`src/hdl/sha1_pkg.sv`:
```
`timescale 1ns / 1ps
package sha1_pkg;

  localparam int unsigned NumWords = 5;

  localparam logic [7:0]  PAD_BYTE   = 8'h80;
  localparam logic [5:0]  FILL_LAST  = 6'd63;
  localparam logic [5:0]  FILL_LEN   = 6'd56;
  localparam logic [6:0]  ROUND_LAST = 7'd79;
  localparam logic [2:0]  WORD_LAST  = 3'd4;

  localparam logic [NumWords-1:0][31:0] INIT_VECTOR = {
    32'hC3D2E1F0, 32'h10325476, 32'h98BADCFE, 32'hEFCDAB89, 32'h67452301
  };

  localparam logic [31:0] K_CH    = 32'h5A827999;
  localparam logic [31:0] K_PAR_A = 32'h6ED9EBA1;
  localparam logic [31:0] K_MAJ   = 32'h8F1BBCDC;
  localparam logic [31:0] K_PAR_B = 32'hCA62C1D6;

  typedef enum logic [2:0] {
    S_IDLE,
    S_PAD80,
    S_ZERO,
    S_LEN,
    S_INIT,
    S_ROUND,
    S_FINISH,
    S_OUT
  } state_e;

  typedef enum logic [1:0] {
    NXT_IDLE,
    NXT_PAD80,
    NXT_ZERO,
    NXT_OUT
  } after_e;

  typedef enum logic [1:0] {
    SEL_DATA,
    SEL_PAD,
    SEL_ZERO,
    SEL_LEN
  } byte_sel_e;

  typedef enum logic [1:0] {
    PH_CH,
    PH_PAR_A,
    PH_MAJ,
    PH_PAR_B
  } phase_e;

  typedef struct packed {
    logic      load_byte;
    byte_sel_e sel;
    logic      count_bits;
    logic      init_work;
    logic      round_step;
    phase_e    phase;
    logic      fold;
    logic      out_shift;
    logic      restart;
  } dp_cmd_t;

  typedef struct packed {
    logic [5:0] fill;
  } dp_sts_t;

endpackage

```
`src/hdl/sha1_dp.sv`:
```
`timescale 1ns / 1ps
module sha1_dp (
  input  logic              clk_i,
  input  logic              rst_ni,
  input  sha1_pkg::dp_cmd_t cmd_i,
  input  logic [7:0]        data_byte_i,
  output sha1_pkg::dp_sts_t sts_o,
  output logic [31:0]       digest_word_o
);
  import sha1_pkg::*;

  logic [NumWords-1:0][31:0] chain_q, chain_d;
  logic [63:0]               count_q, count_d;
  logic [5:0]                fill_q, fill_d;
  logic [15:0][31:0]         win_q, win_d;
  logic [31:0]               a_q, b_q, c_q, d_q, e_q;
  logic [31:0]               a_d, b_d, c_d, d_d, e_d;

  logic [7:0]  byte_in;
  logic [5:0]  len_shift;
  logic [31:0] f_val, k_val, sched_x, sched_new, tmp;

  assign len_shift = {3'd7 - fill_q[2:0], 3'b000};

  always_comb begin
    case (cmd_i.sel)
      SEL_DATA: byte_in = data_byte_i;
      SEL_PAD:  byte_in = PAD_BYTE;
      SEL_ZERO: byte_in = 8'h00;
      SEL_LEN:  byte_in = 8'(count_q >> len_shift);
      default:  byte_in = 8'h00;
    endcase
  end

  always_comb begin
    case (cmd_i.phase)
      PH_CH: begin
        f_val = (b_q & c_q) | (~b_q & d_q);
        k_val = K_CH;
      end
      PH_PAR_A: begin
        f_val = b_q ^ c_q ^ d_q;
        k_val = K_PAR_A;
      end
      PH_MAJ: begin
        f_val = (b_q & c_q) | (b_q & d_q) | (c_q & d_q);
        k_val = K_MAJ;
      end
      PH_PAR_B: begin
        f_val = b_q ^ c_q ^ d_q;
        k_val = K_PAR_B;
      end
      default: begin
        f_val = b_q ^ c_q ^ d_q;
        k_val = K_PAR_B;
      end
    endcase
  end

  // win_q[15] holds the current schedule word; win_q[15-j] the word j rounds ahead
  assign sched_x   = win_q[13] ^ win_q[7] ^ win_q[2] ^ win_q[15];
  assign sched_new = {sched_x[30:0], sched_x[31]};
  assign tmp       = {a_q[26:0], a_q[31:27]} + f_val + e_q + k_val + win_q[15];

  always_comb begin
    win_d = win_q;
    if (cmd_i.load_byte) begin
      win_d = {win_q[15][23:0], win_q[14:0], byte_in};
    end else if (cmd_i.round_step) begin
      win_d = {win_q[14:0], sched_new};
    end
  end

  always_comb begin
    a_d = a_q;
    b_d = b_q;
    c_d = c_q;
    d_d = d_q;
    e_d = e_q;
    if (cmd_i.init_work) begin
      a_d = chain_q[0];
      b_d = chain_q[1];
      c_d = chain_q[2];
      d_d = chain_q[3];
      e_d = chain_q[4];
    end else if (cmd_i.round_step) begin
      a_d = tmp;
      b_d = a_q;
      c_d = {b_q[1:0], b_q[31:2]};
      d_d = c_q;
      e_d = d_q;
    end
  end

  always_comb begin
    chain_d = chain_q;
    count_d = count_q;
    fill_d  = fill_q;
    if (cmd_i.restart) begin
      chain_d = INIT_VECTOR;
      count_d = '0;
      fill_d  = '0;
    end else begin
      if (cmd_i.fold) begin
        chain_d[0] = chain_q[0] + a_q;
        chain_d[1] = chain_q[1] + b_q;
        chain_d[2] = chain_q[2] + c_q;
        chain_d[3] = chain_q[3] + d_q;
        chain_d[4] = chain_q[4] + e_q;
      end else if (cmd_i.out_shift) begin
        chain_d = {32'h0, chain_q[NumWords-1:1]};
      end
      if (cmd_i.load_byte) begin
        fill_d = fill_q + 6'd1;
      end
      if (cmd_i.count_bits) begin
        count_d = count_q + 64'd8;
      end
    end
  end

  always_ff @(posedge clk_i or negedge rst_ni) begin
    if (!rst_ni) begin
      chain_q <= INIT_VECTOR;
      count_q <= '0;
      fill_q  <= '0;
    end else begin
      chain_q <= chain_d;
      count_q <= count_d;
      fill_q  <= fill_d;
    end
  end

  always_ff @(posedge clk_i) begin
    win_q <= win_d;
    a_q   <= a_d;
    b_q   <= b_d;
    c_q   <= c_d;
    d_q   <= d_d;
    e_q   <= e_d;
  end

  assign sts_o.fill    = fill_q;
  assign digest_word_o = chain_q[0];

endmodule

```
`src/hdl/sha1_ctrl.sv`:
```
`timescale 1ns / 1ps
module sha1_ctrl (
  input  logic              clk_i,
  input  logic              rst_ni,
  input  logic              in_valid_i,
  input  logic              byte_valid_i,
  input  logic              is_last_i,
  output logic              in_ready_o,
  output logic              out_valid_o,
  input  logic              out_ready_i,
  output logic [2:0]        word_number_o,
  output logic              last_word_o,
  input  sha1_pkg::dp_sts_t sts_i,
  output sha1_pkg::dp_cmd_t cmd_o
);
  import sha1_pkg::*;

  state_e     state_q, state_d;
  after_e     after_q, after_d;
  logic [6:0] round_q, round_d;
  logic [2:0] word_q, word_d;
  logic       in_xfer, out_xfer, blk_full;

  assign in_xfer  = in_valid_i & in_ready_o;
  assign out_xfer = out_valid_o & out_ready_i;
  assign blk_full = sts_i.fill == FILL_LAST;

  always_comb begin
    state_d = state_q;
    after_d = after_q;
    round_d = round_q;
    word_d  = word_q;
    case (state_q)
      S_IDLE: begin
        if (in_xfer) begin
          if (byte_valid_i && blk_full) begin
            state_d = S_INIT;
            after_d = is_last_i ? NXT_PAD80 : NXT_IDLE;
          end else if (is_last_i) begin
            state_d = S_PAD80;
          end
        end
      end
      S_PAD80: begin
        state_d = blk_full ? S_INIT : S_ZERO;
        after_d = NXT_ZERO;
      end
      S_ZERO: begin
        if (sts_i.fill == FILL_LEN) begin
          state_d = S_LEN;
        end else if (blk_full) begin
          state_d = S_INIT;
          after_d = NXT_ZERO;
        end
      end
      S_LEN: begin
        if (blk_full) begin
          state_d = S_INIT;
          after_d = NXT_OUT;
        end
      end
      S_INIT: begin
        state_d = S_ROUND;
        round_d = '0;
      end
      S_ROUND: begin
        round_d = round_q + 7'd1;
        if (round_q == ROUND_LAST) begin
          state_d = S_FINISH;
        end
      end
      S_FINISH: begin
        case (after_q)
          NXT_IDLE:  state_d = S_IDLE;
          NXT_PAD80: state_d = S_PAD80;
          NXT_ZERO:  state_d = S_ZERO;
          NXT_OUT:   state_d = S_OUT;
          default:   state_d = S_IDLE;
        endcase
      end
      S_OUT: begin
        if (out_xfer) begin
          if (word_q == WORD_LAST) begin
            word_d  = '0;
            state_d = S_IDLE;
          end else begin
            word_d = word_q + 3'd1;
          end
        end
      end
      default: state_d = S_IDLE;
    endcase
  end

  always_comb begin
    cmd_o       = '0;
    cmd_o.sel   = SEL_DATA;
    cmd_o.phase = PH_CH;
    in_ready_o  = 1'b0;
    out_valid_o = 1'b0;
    case (state_q)
      S_IDLE: begin
        in_ready_o       = 1'b1;
        cmd_o.load_byte  = in_valid_i & byte_valid_i;
        cmd_o.count_bits = in_valid_i & byte_valid_i;
      end
      S_PAD80: begin
        cmd_o.load_byte = 1'b1;
        cmd_o.sel       = SEL_PAD;
      end
      S_ZERO: begin
        cmd_o.load_byte = sts_i.fill != FILL_LEN;
        cmd_o.sel       = SEL_ZERO;
      end
      S_LEN: begin
        cmd_o.load_byte = 1'b1;
        cmd_o.sel       = SEL_LEN;
      end
      S_INIT: cmd_o.init_work = 1'b1;
      S_ROUND: begin
        cmd_o.round_step = 1'b1;
        if (round_q < 7'd20) begin
          cmd_o.phase = PH_CH;
        end else if (round_q < 7'd40) begin
          cmd_o.phase = PH_PAR_A;
        end else if (round_q < 7'd60) begin
          cmd_o.phase = PH_MAJ;
        end else begin
          cmd_o.phase = PH_PAR_B;
        end
      end
      S_FINISH: cmd_o.fold = 1'b1;
      S_OUT: begin
        out_valid_o     = 1'b1;
        cmd_o.out_shift = out_ready_i;
        cmd_o.restart   = out_ready_i && (word_q == WORD_LAST);
      end
      default: ;
    endcase
  end

  assign word_number_o = word_q;
  assign last_word_o   = word_q == WORD_LAST;

  always_ff @(posedge clk_i or negedge rst_ni) begin
    if (!rst_ni) begin
      state_q <= S_IDLE;
      after_q <= NXT_IDLE;
      round_q <= '0;
      word_q  <= '0;
    end else begin
      state_q <= state_d;
      after_q <= after_d;
      round_q <= round_d;
      word_q  <= word_d;
    end
  end

endmodule

```
`src/hdl/sha1_hash_engine.sv`:
```
// Throughput: one message byte per cycle until a 64-byte block fills, then compression
//   (load, 80 rounds, fold into the chaining words) through one round unit.
// A close: byte-wise padding and length, one or two compressions, then five digest
//   transfers, one per cycle while taken.
// Reset: chaining words to the initial vector, bit count and fill to zero, idle.
`timescale 1ns / 1ps
module sha1_hash_engine (
  input  logic        clk_i,
  input  logic        rst_ni,
  input  logic        s_axis_tvalid,
  output logic        s_axis_tready,
  input  logic [7:0]  s_axis_tdata,  // [7:0] data_byte
  input  logic        s_axis_tuser,  // [0] byte_valid
  input  logic        s_axis_tlast,  // is_last
  output logic        m_axis_tvalid,
  input  logic        m_axis_tready,
  output logic [31:0] m_axis_tdata,  // [31:0] digest_word
  output logic [2:0]  m_axis_tuser,  // [2:0] word_number
  output logic        m_axis_tlast   // last_word
);
  import sha1_pkg::*;

  dp_cmd_t cmd;
  dp_sts_t sts;

  sha1_ctrl u_ctrl (
    .clk_i         (clk_i),
    .rst_ni        (rst_ni),
    .in_valid_i    (s_axis_tvalid),
    .byte_valid_i  (s_axis_tuser),
    .is_last_i     (s_axis_tlast),
    .in_ready_o    (s_axis_tready),
    .out_valid_o   (m_axis_tvalid),
    .out_ready_i   (m_axis_tready),
    .word_number_o (m_axis_tuser),
    .last_word_o   (m_axis_tlast),
    .sts_i         (sts),
    .cmd_o         (cmd)
  );

  sha1_dp u_dp (
    .clk_i         (clk_i),
    .rst_ni        (rst_ni),
    .cmd_i         (cmd),
    .data_byte_i   (s_axis_tdata),
    .sts_o         (sts),
    .digest_word_o (m_axis_tdata)
  );

endmodule

```
`config.mk`:
```
export PLATFORM = sky130hd
export DESIGN_NAME = sha1_hash_engine
export DESIGN_NICKNAME = d
export VERILOG_FILES = /design/src/hdl/sha1_pkg.sv /design/src/hdl/sha1_dp.sv /design/src/hdl/sha1_ctrl.sv /design/src/hdl/sha1_hash_engine.sv
export SDC_FILE = /design/constraint.sdc
export NUM_CORES = 2
export LEC_CHECK = 0
export BUFFER_PORTS_ARGS = -buffer_cell sky130_fd_sc_hd__buf_2
export CAP_MARGIN = 25
export CORE_MARGIN = 8
export CORE_UTILIZATION = 58
export DETAILED_ROUTE_END_ITERATION = 8
export PLACE_DENSITY = 0.77
export RECOVER_POWER = 25
export SLEW_MARGIN = 20
export SYNTH_ARGS = -nofsm -noshare
export SYNTH_HDL_FRONTEND = slang
export SYNTH_SLANG_ARGS = --single-unit
```
`constraint.sdc`:
```
create_clock -name clk_i -period 15.5 [get_ports clk_i]
set_clock_uncertainty 0.2 [all_clocks]
set_input_delay 2.325 -clock clk_i [delete_from_list [all_inputs] [get_ports clk_i]]
set_output_delay 2.325 -clock clk_i [all_outputs]
set_load 0.01 [all_outputs]
```
======== Word-level counts from Yosys, hierarchy flattened ========
Cells that the tools add are included.
word-level totals
  register bits ........................... 917
  bits in latches ......................... 0
  memory bits (writable) .................. 0
  ROM bits ................................ 0
  input bits .............................. 14
  output and inout port bits .............. 38
  logic and storage cells ................. 168
  memories kept ........................... 0
cells by class
  $add $sub $neg .......................... 14
  multipliers ............................. 0
  divide/modulo/power cells ............... 0
  $lt $le $gt $ge ......................... 3
  equality and inequality tests ........... 30
  shift operators ......................... 1
  muxes and demuxes ....................... 54
  bitwise gates (word level) .............. 16
  reduce and logical (&&, ||, !) cells .... 18
operators with widths
  cell                                                    number
  2-to-1 mux 512 bit                                      2
  2-to-1 mux 160 bit                                      3
  2-to-1 mux 32 bit                                       10
  adder 32 bit                                            9
  XOR 32 bit                                              5
  AND 32 bit                                              4
  2-to-1 mux 64 bit                                       2
  one-hot mux 32 bit (4 select lines)                     1
  OR 32 bit                                               3
  one-hot mux 32 bit (3 select lines)                     1
  adder 64 x 4 -> 64 bit (second input constant)          1
  right shift 64 x 6 -> 8 bit                             1
  2-to-1 mux 3 bit                                        11
  NOT 32 bit                                              1
  one-hot mux 8 bit (4 select lines)                      1
  one-hot mux 3 bit (8 select lines)                      1
  2-to-1 mux 2 bit                                        8
  == test 3 bit (second input constant)                   5
  < comparator 7 x 6 -> 1 bit (second input constant)     2
  one-hot mux 7 bit (2 select lines)                      1
  == test 2 bit (second input constant)                   6
  == test 6 bit (second input constant)                   2
  2-to-1 mux 6 bit                                        2
  inequality test 2 x 1 -> 1 bit (second input constant)  6
  28 further kinds                                        48

======== Depth between registers and ports, before layout ========
  word-level depth ........................ 14
  mapped depth ............................ 32
  gate-level depth less buffers ........... 29

======== By module ========
From an unflattened synthesis, not the netlist that was laid out.
unflattened totals
  cells, all modules ...................... 4513
  area total of the unflattened synthesis .. 54304.6 µm²
by module, submodules not included
  module     times used  cells an instance  area each (µm²)  sequential area each (µm²)
  sha1_dp    1           4389               53271.1          25959.9
  sha1_ctrl  1           124                1033.5           375.4

======== Least setup slack after synthesis ========
Ideal clock, no wire load.
  path kind ............................... register to register
  start point ............................. reg u_ctrl.state_q[1]
  end point ............................... reg u_dp.win_q[0] (netlist bit) (enable)
  setup time .............................. 0.901 ns
  arrival time ............................ 15.174 ns
  required time ........................... 14.399 ns
  setup slack ............................. -0.775 ns
  cell stages (with the launch flop) ...... 6
  path buffers ............................ 0
  clock period less this slack ............ 16.275 ns
  path through ............................ dfrtp_1 inv_1 nand2_1 inv_1 nand2_1 nand2_1
on the way
  word-level cells in the longest chain between the ends .. 4
  elaborated cells between the ends (all ways) .. 9
  classes of those cells .................. eq/ne (4); mux (2); reduce/logical (3)
ends and longest elaborated chain
  item                                                              line              RTL
  start: declaration                                                sha1_ctrl.sv:18   state_e state_q, state_d;
  start signal: assignment                                          sha1_ctrl.sv:152  state_q <= state_d;
  == test 3 x 1 -> 1 bit or == test 3 x 2 -> 1 bit (tied branches)  sha1_ctrl.sv:101  case (state_q)
  OR reduction 2 bit (no source line)                               -
  one-hot mux 1 bit (3 select lines)                                sha1_ctrl.sv:101
  nonzero test 2 bit (no source line) (*)                           -
  end signal: assignment                                            sha1_dp.sv:135    win_q <= win_d;
  end: declaration                                                  sha1_dp.sv:15     logic [15:0][31:0] win_q, win_d;
Mark *: on every way between the ends. The rest lies on a longest branch, timed or not.
A chain may end at the register's enable or synchronous reset.

======== Final worst setup path ========
  start point ............................. reg u_ctrl.state_q[1]
  end point ............................... reg u_dp.a_q[31], data pin
on the way
  word-level cells in the longest chain between the ends .. 11
  elaborated cells between the ends (all ways) .. 17
  classes of those cells .................. add/sub (4); eq/ne (5); mux (6); reduce/logical (2)
ends and longest elaborated chain
  item                                                     line              RTL
  == test 3 bit                                            sha1_ctrl.sv:101
  2-to-1 mux 3 bit                                         sha1_ctrl.sv:101
  == test 2 x 1 -> 1 bit or == test 2 bit (tied branches)  sha1_dp.sv:36     case (cmd_i.phase)
  OR reduction 2 bit (no source line)                      -
  one-hot mux 32 bit (3 select lines)                      sha1_dp.sv:36
  adder 32 bit (4 in a row)                                sha1_dp.sv:63     assign tmp = {a_q[26:0], a_q[31:27]} + f_val + e_q + k_val + win_q[15];
  2-to-1 mux 32 bit                                        sha1_dp.sv:86     end else if (cmd_i.round_step) begin
  2-to-1 mux 32 bit (*)                                    sha1_dp.sv:80     if (cmd_i.init_work) begin
  net u_dp.a_d[31]                                         sha1_dp.sv:17     logic [31:0] a_d, b_d, c_d, d_d, e_d;
  end signal: assignment                                   sha1_dp.sv:136    a_q <= a_d;
  end: declaration                                         sha1_dp.sv:16     logic [31:0] a_q, b_q, c_q, d_q, e_q;
The timed path passes the listed nets; every way through them passes the cells marked *. The select of a mux whose other input is x is not followed.

==> flow_summary.ini <==
[final_layout]
drive_above_1_share_pct = 8.70
final_common_cell = nand2_1
antenna_cells = 0
num-fill-cells = 7459
fin_nets = 5825
areaGrowthSynthToFinish_pct = 8.35
final_cell_mix = nand2_1 (1661), edfxtp_1 (672), o21ai_0 (297)
finalCoreUtilization_pct = 63.1

[setup_path]
critPathSlowestCell = clkinvlp_2
required_ns = 15.74
critPathKind = flop to flop
worstPathArrival_ns = 11.89
cp_max_fo = 50
r2r_cells = 32
critPathCaptureType = flop
cpPeakStageDelay_ns = 2.04
cpMostUsedCell = inv_1
startpoint_type = flop

[clock_network]
htree_levels = 3
cts_setup_buffers = 0
ctsResizeCount = 0
clock-root-buffer = clkbuf_16
clock_sinks = 914
cts_tree = built
clk_pin_slew_ns = 0.06
hold_buffers = 0
clk_latency_ns = 0.70
cts_buffer_depth = 3
cts_inserted_buffers = 99

[detailed_routing]
first_pass_iters = 6
drcViolationCount = 0
ant_nets = 0
via_per_inst = 6.06
vias = 41200
first_iter_violations = 4661
post_drt_wl_per_cell_um = 21.0
totalWireLength_um = 143000

[timing]
relSlewSlack_pct = -180
finalCritPeriodShare_pct = 75.2
tightest_slew_ns = 4.21
slew_viol_final = 827
max_clock_freq_mhz = 85.8
whs_ns = 0.319
fin_crit_ns = 11.65
setup_violations = 0
final-hold-violation-count = 0
rsz0062_at_grt = false
setup_tns_ns = 0

[run_status]
status = complete, but fails checks
violations = max-capacitance violations, max-slew violations

[power_and_ir_drop]
power.density_nw_per_um2 = 238
finalPower_uw = 14000
p_leak_uw = 0.0248
peakVddDrop_mv = 0.300

[global_route]
grt_overflow_total = 0
grt_start_max_net_pins = 217
grt_usage_pct = 27.1
antenna_found_initial = 4
grt_pass1_vias = 39400
grt_first_pass_wirelength_um = 222000

[hold_path]
hp-class = flop to flop
holdPathStages = 2

[job]
maxCapViolations = 14

[logic_synthesis]
synth_area_um2 = 54000
synth-seq-cells = 914
synth.avg_cell_area_um2 = 9.77
ys.flop_type = edfxtp_1
syn_nets = 5898
yosysUniqueCellTypes = 83
ys_seq_area_share_pct = 48.8
synth_edf_count = 672
yosysWarnings = 0
synth_cells = 5527
async_flop_share_pct = 26.5

[floorplan]
io_pins = 52
core_area_um2 = 92800
chipHeight_um = 321
initial_core_util_pct = 58.2
die_w_um = 321
die-area_um2 = 103000
placementRows = 112

[placement]
portBuffers = 51
gp_congestion = 0.950
hpwlAfterDp_um = 97900
[state kept, by name (all words and copies together), names as in the netlist, 6 cells and up]
| name | count |
|---|---|
| u_dp.win_q | 512 |
| u_dp.chain_q | 128 |
| u_dp.count_q | 61 |
| u_dp.a_q | 32 |
| u_dp.b_q | 32 |
| u_dp.c_q | 32 |
| u_dp.d_q | 32 |
| u_dp.digest_word_o | 32 |
| u_dp.e_q | 32 |
| u_ctrl.round_q | 7 |
| u_dp.sts_o | 6 |
[metrics by stage]
| step | setup WS, ns | cells | area, µm² |
|---|---|---|---|
| after detailed placement | 6.18 | 6601 | 55100 |
| after CTS | 6.11 | 6787 | 58400 |
| after floorplan | 3.95 | 5527 | 54000 |
| final | 3.85 | 6793 | 58500 |
| after global placement | 6.39 | 6599 | 55100 |
| after global routing | 3.24 | 6793 | 58500 |
[synthesized netlist by cell type (79+ instances only)]
cell	n	area share (%)
a21o_1	79	1.1
a21oi_1	242	2.2
clkbuf_1	238	1.7
dfrtp_1	162	7.5
dfstp_2	80	3.9
edfxtp_1	672	37
fa_1	125	4.6
ha_1	232	5.4
inv_1	259	1.8
mux2_2	109	2.3
nand2_1	1664	12
nor2_1	248	1.7
o21ai_0	297	2.8
xnor2_1	201	3.3
xor2_1	100	1.6
[cell type report]
class / count / area, µm² / area share [%]
inverter: 260 / 977 / 1.67
timing repair buffer: 106 / 763 / 1.30
clock buffer: 132 / 2710 / 4.64
tap: 1254 / 1570 / 2.68
multi-input combinational: 4073 / 25600 / 43.7
sequential: 914 / 26300 / 45.0
clock inverter: 54 / 573 / 0.979
[path summary, 6_finish.rpt]
kind	start	endpoint	slack [ns]
min reg2reg	u_ctrl.round_q[1]	u_ctrl.round_q[1]	0.32
min	u_ctrl.round_q[1]	u_ctrl.round_q[1]	0.32
max in group asynchronous	rst_ni	u_dp.digest_word_o[21]	6.98
max	u_ctrl.state_q[1]	u_dp.a_q[31]	3.85
min in group asynchronous	rst_ni	u_dp.count_q[52]	2.81
max reg2reg	u_ctrl.state_q[1]	u_dp.a_q[31]	3.85
[worst max-delay path, delay by kind of cell (launching register included)]
kind	cells	cell delay (ns)
and+or+nand+nor	7	2.31
buffers and inverters	10	4.15
adders and majority gates	6	2.06
DFF	1	0.57
AOI/OAI and AO/OA	7	1.67
xor gates and xnor gates	1	0.11
muxes	1	0.25
[cell families after synthesis]
group | synth area share [%]
DFF | 48.8
adders and majority gates | 10.0
muxes | 3.48
and+or+nand+nor | 16.8
AOI/OAI and AO/OA | 12.1
buffers and inverters | 3.98
xor gates and xnor gates | 4.88
[report_power, final]
group / switching (µW) / total [µW] / internal, µW
logic: 4250 / 7620 / 3370
registers: 528 / 3930 / 3400
clock network: 1040 / 2400 / 1360
[per-layer routing]
metal	vias up	wire length (µm)	global-route usage, %
met3	380	11500	4.68
li1	19000	-	-
met5	-	34	0
met4	4	7310	12.5
met1	20100	59200	37.2
met2	1745	64500	42.1
Power figures use the tool's default switching activity.
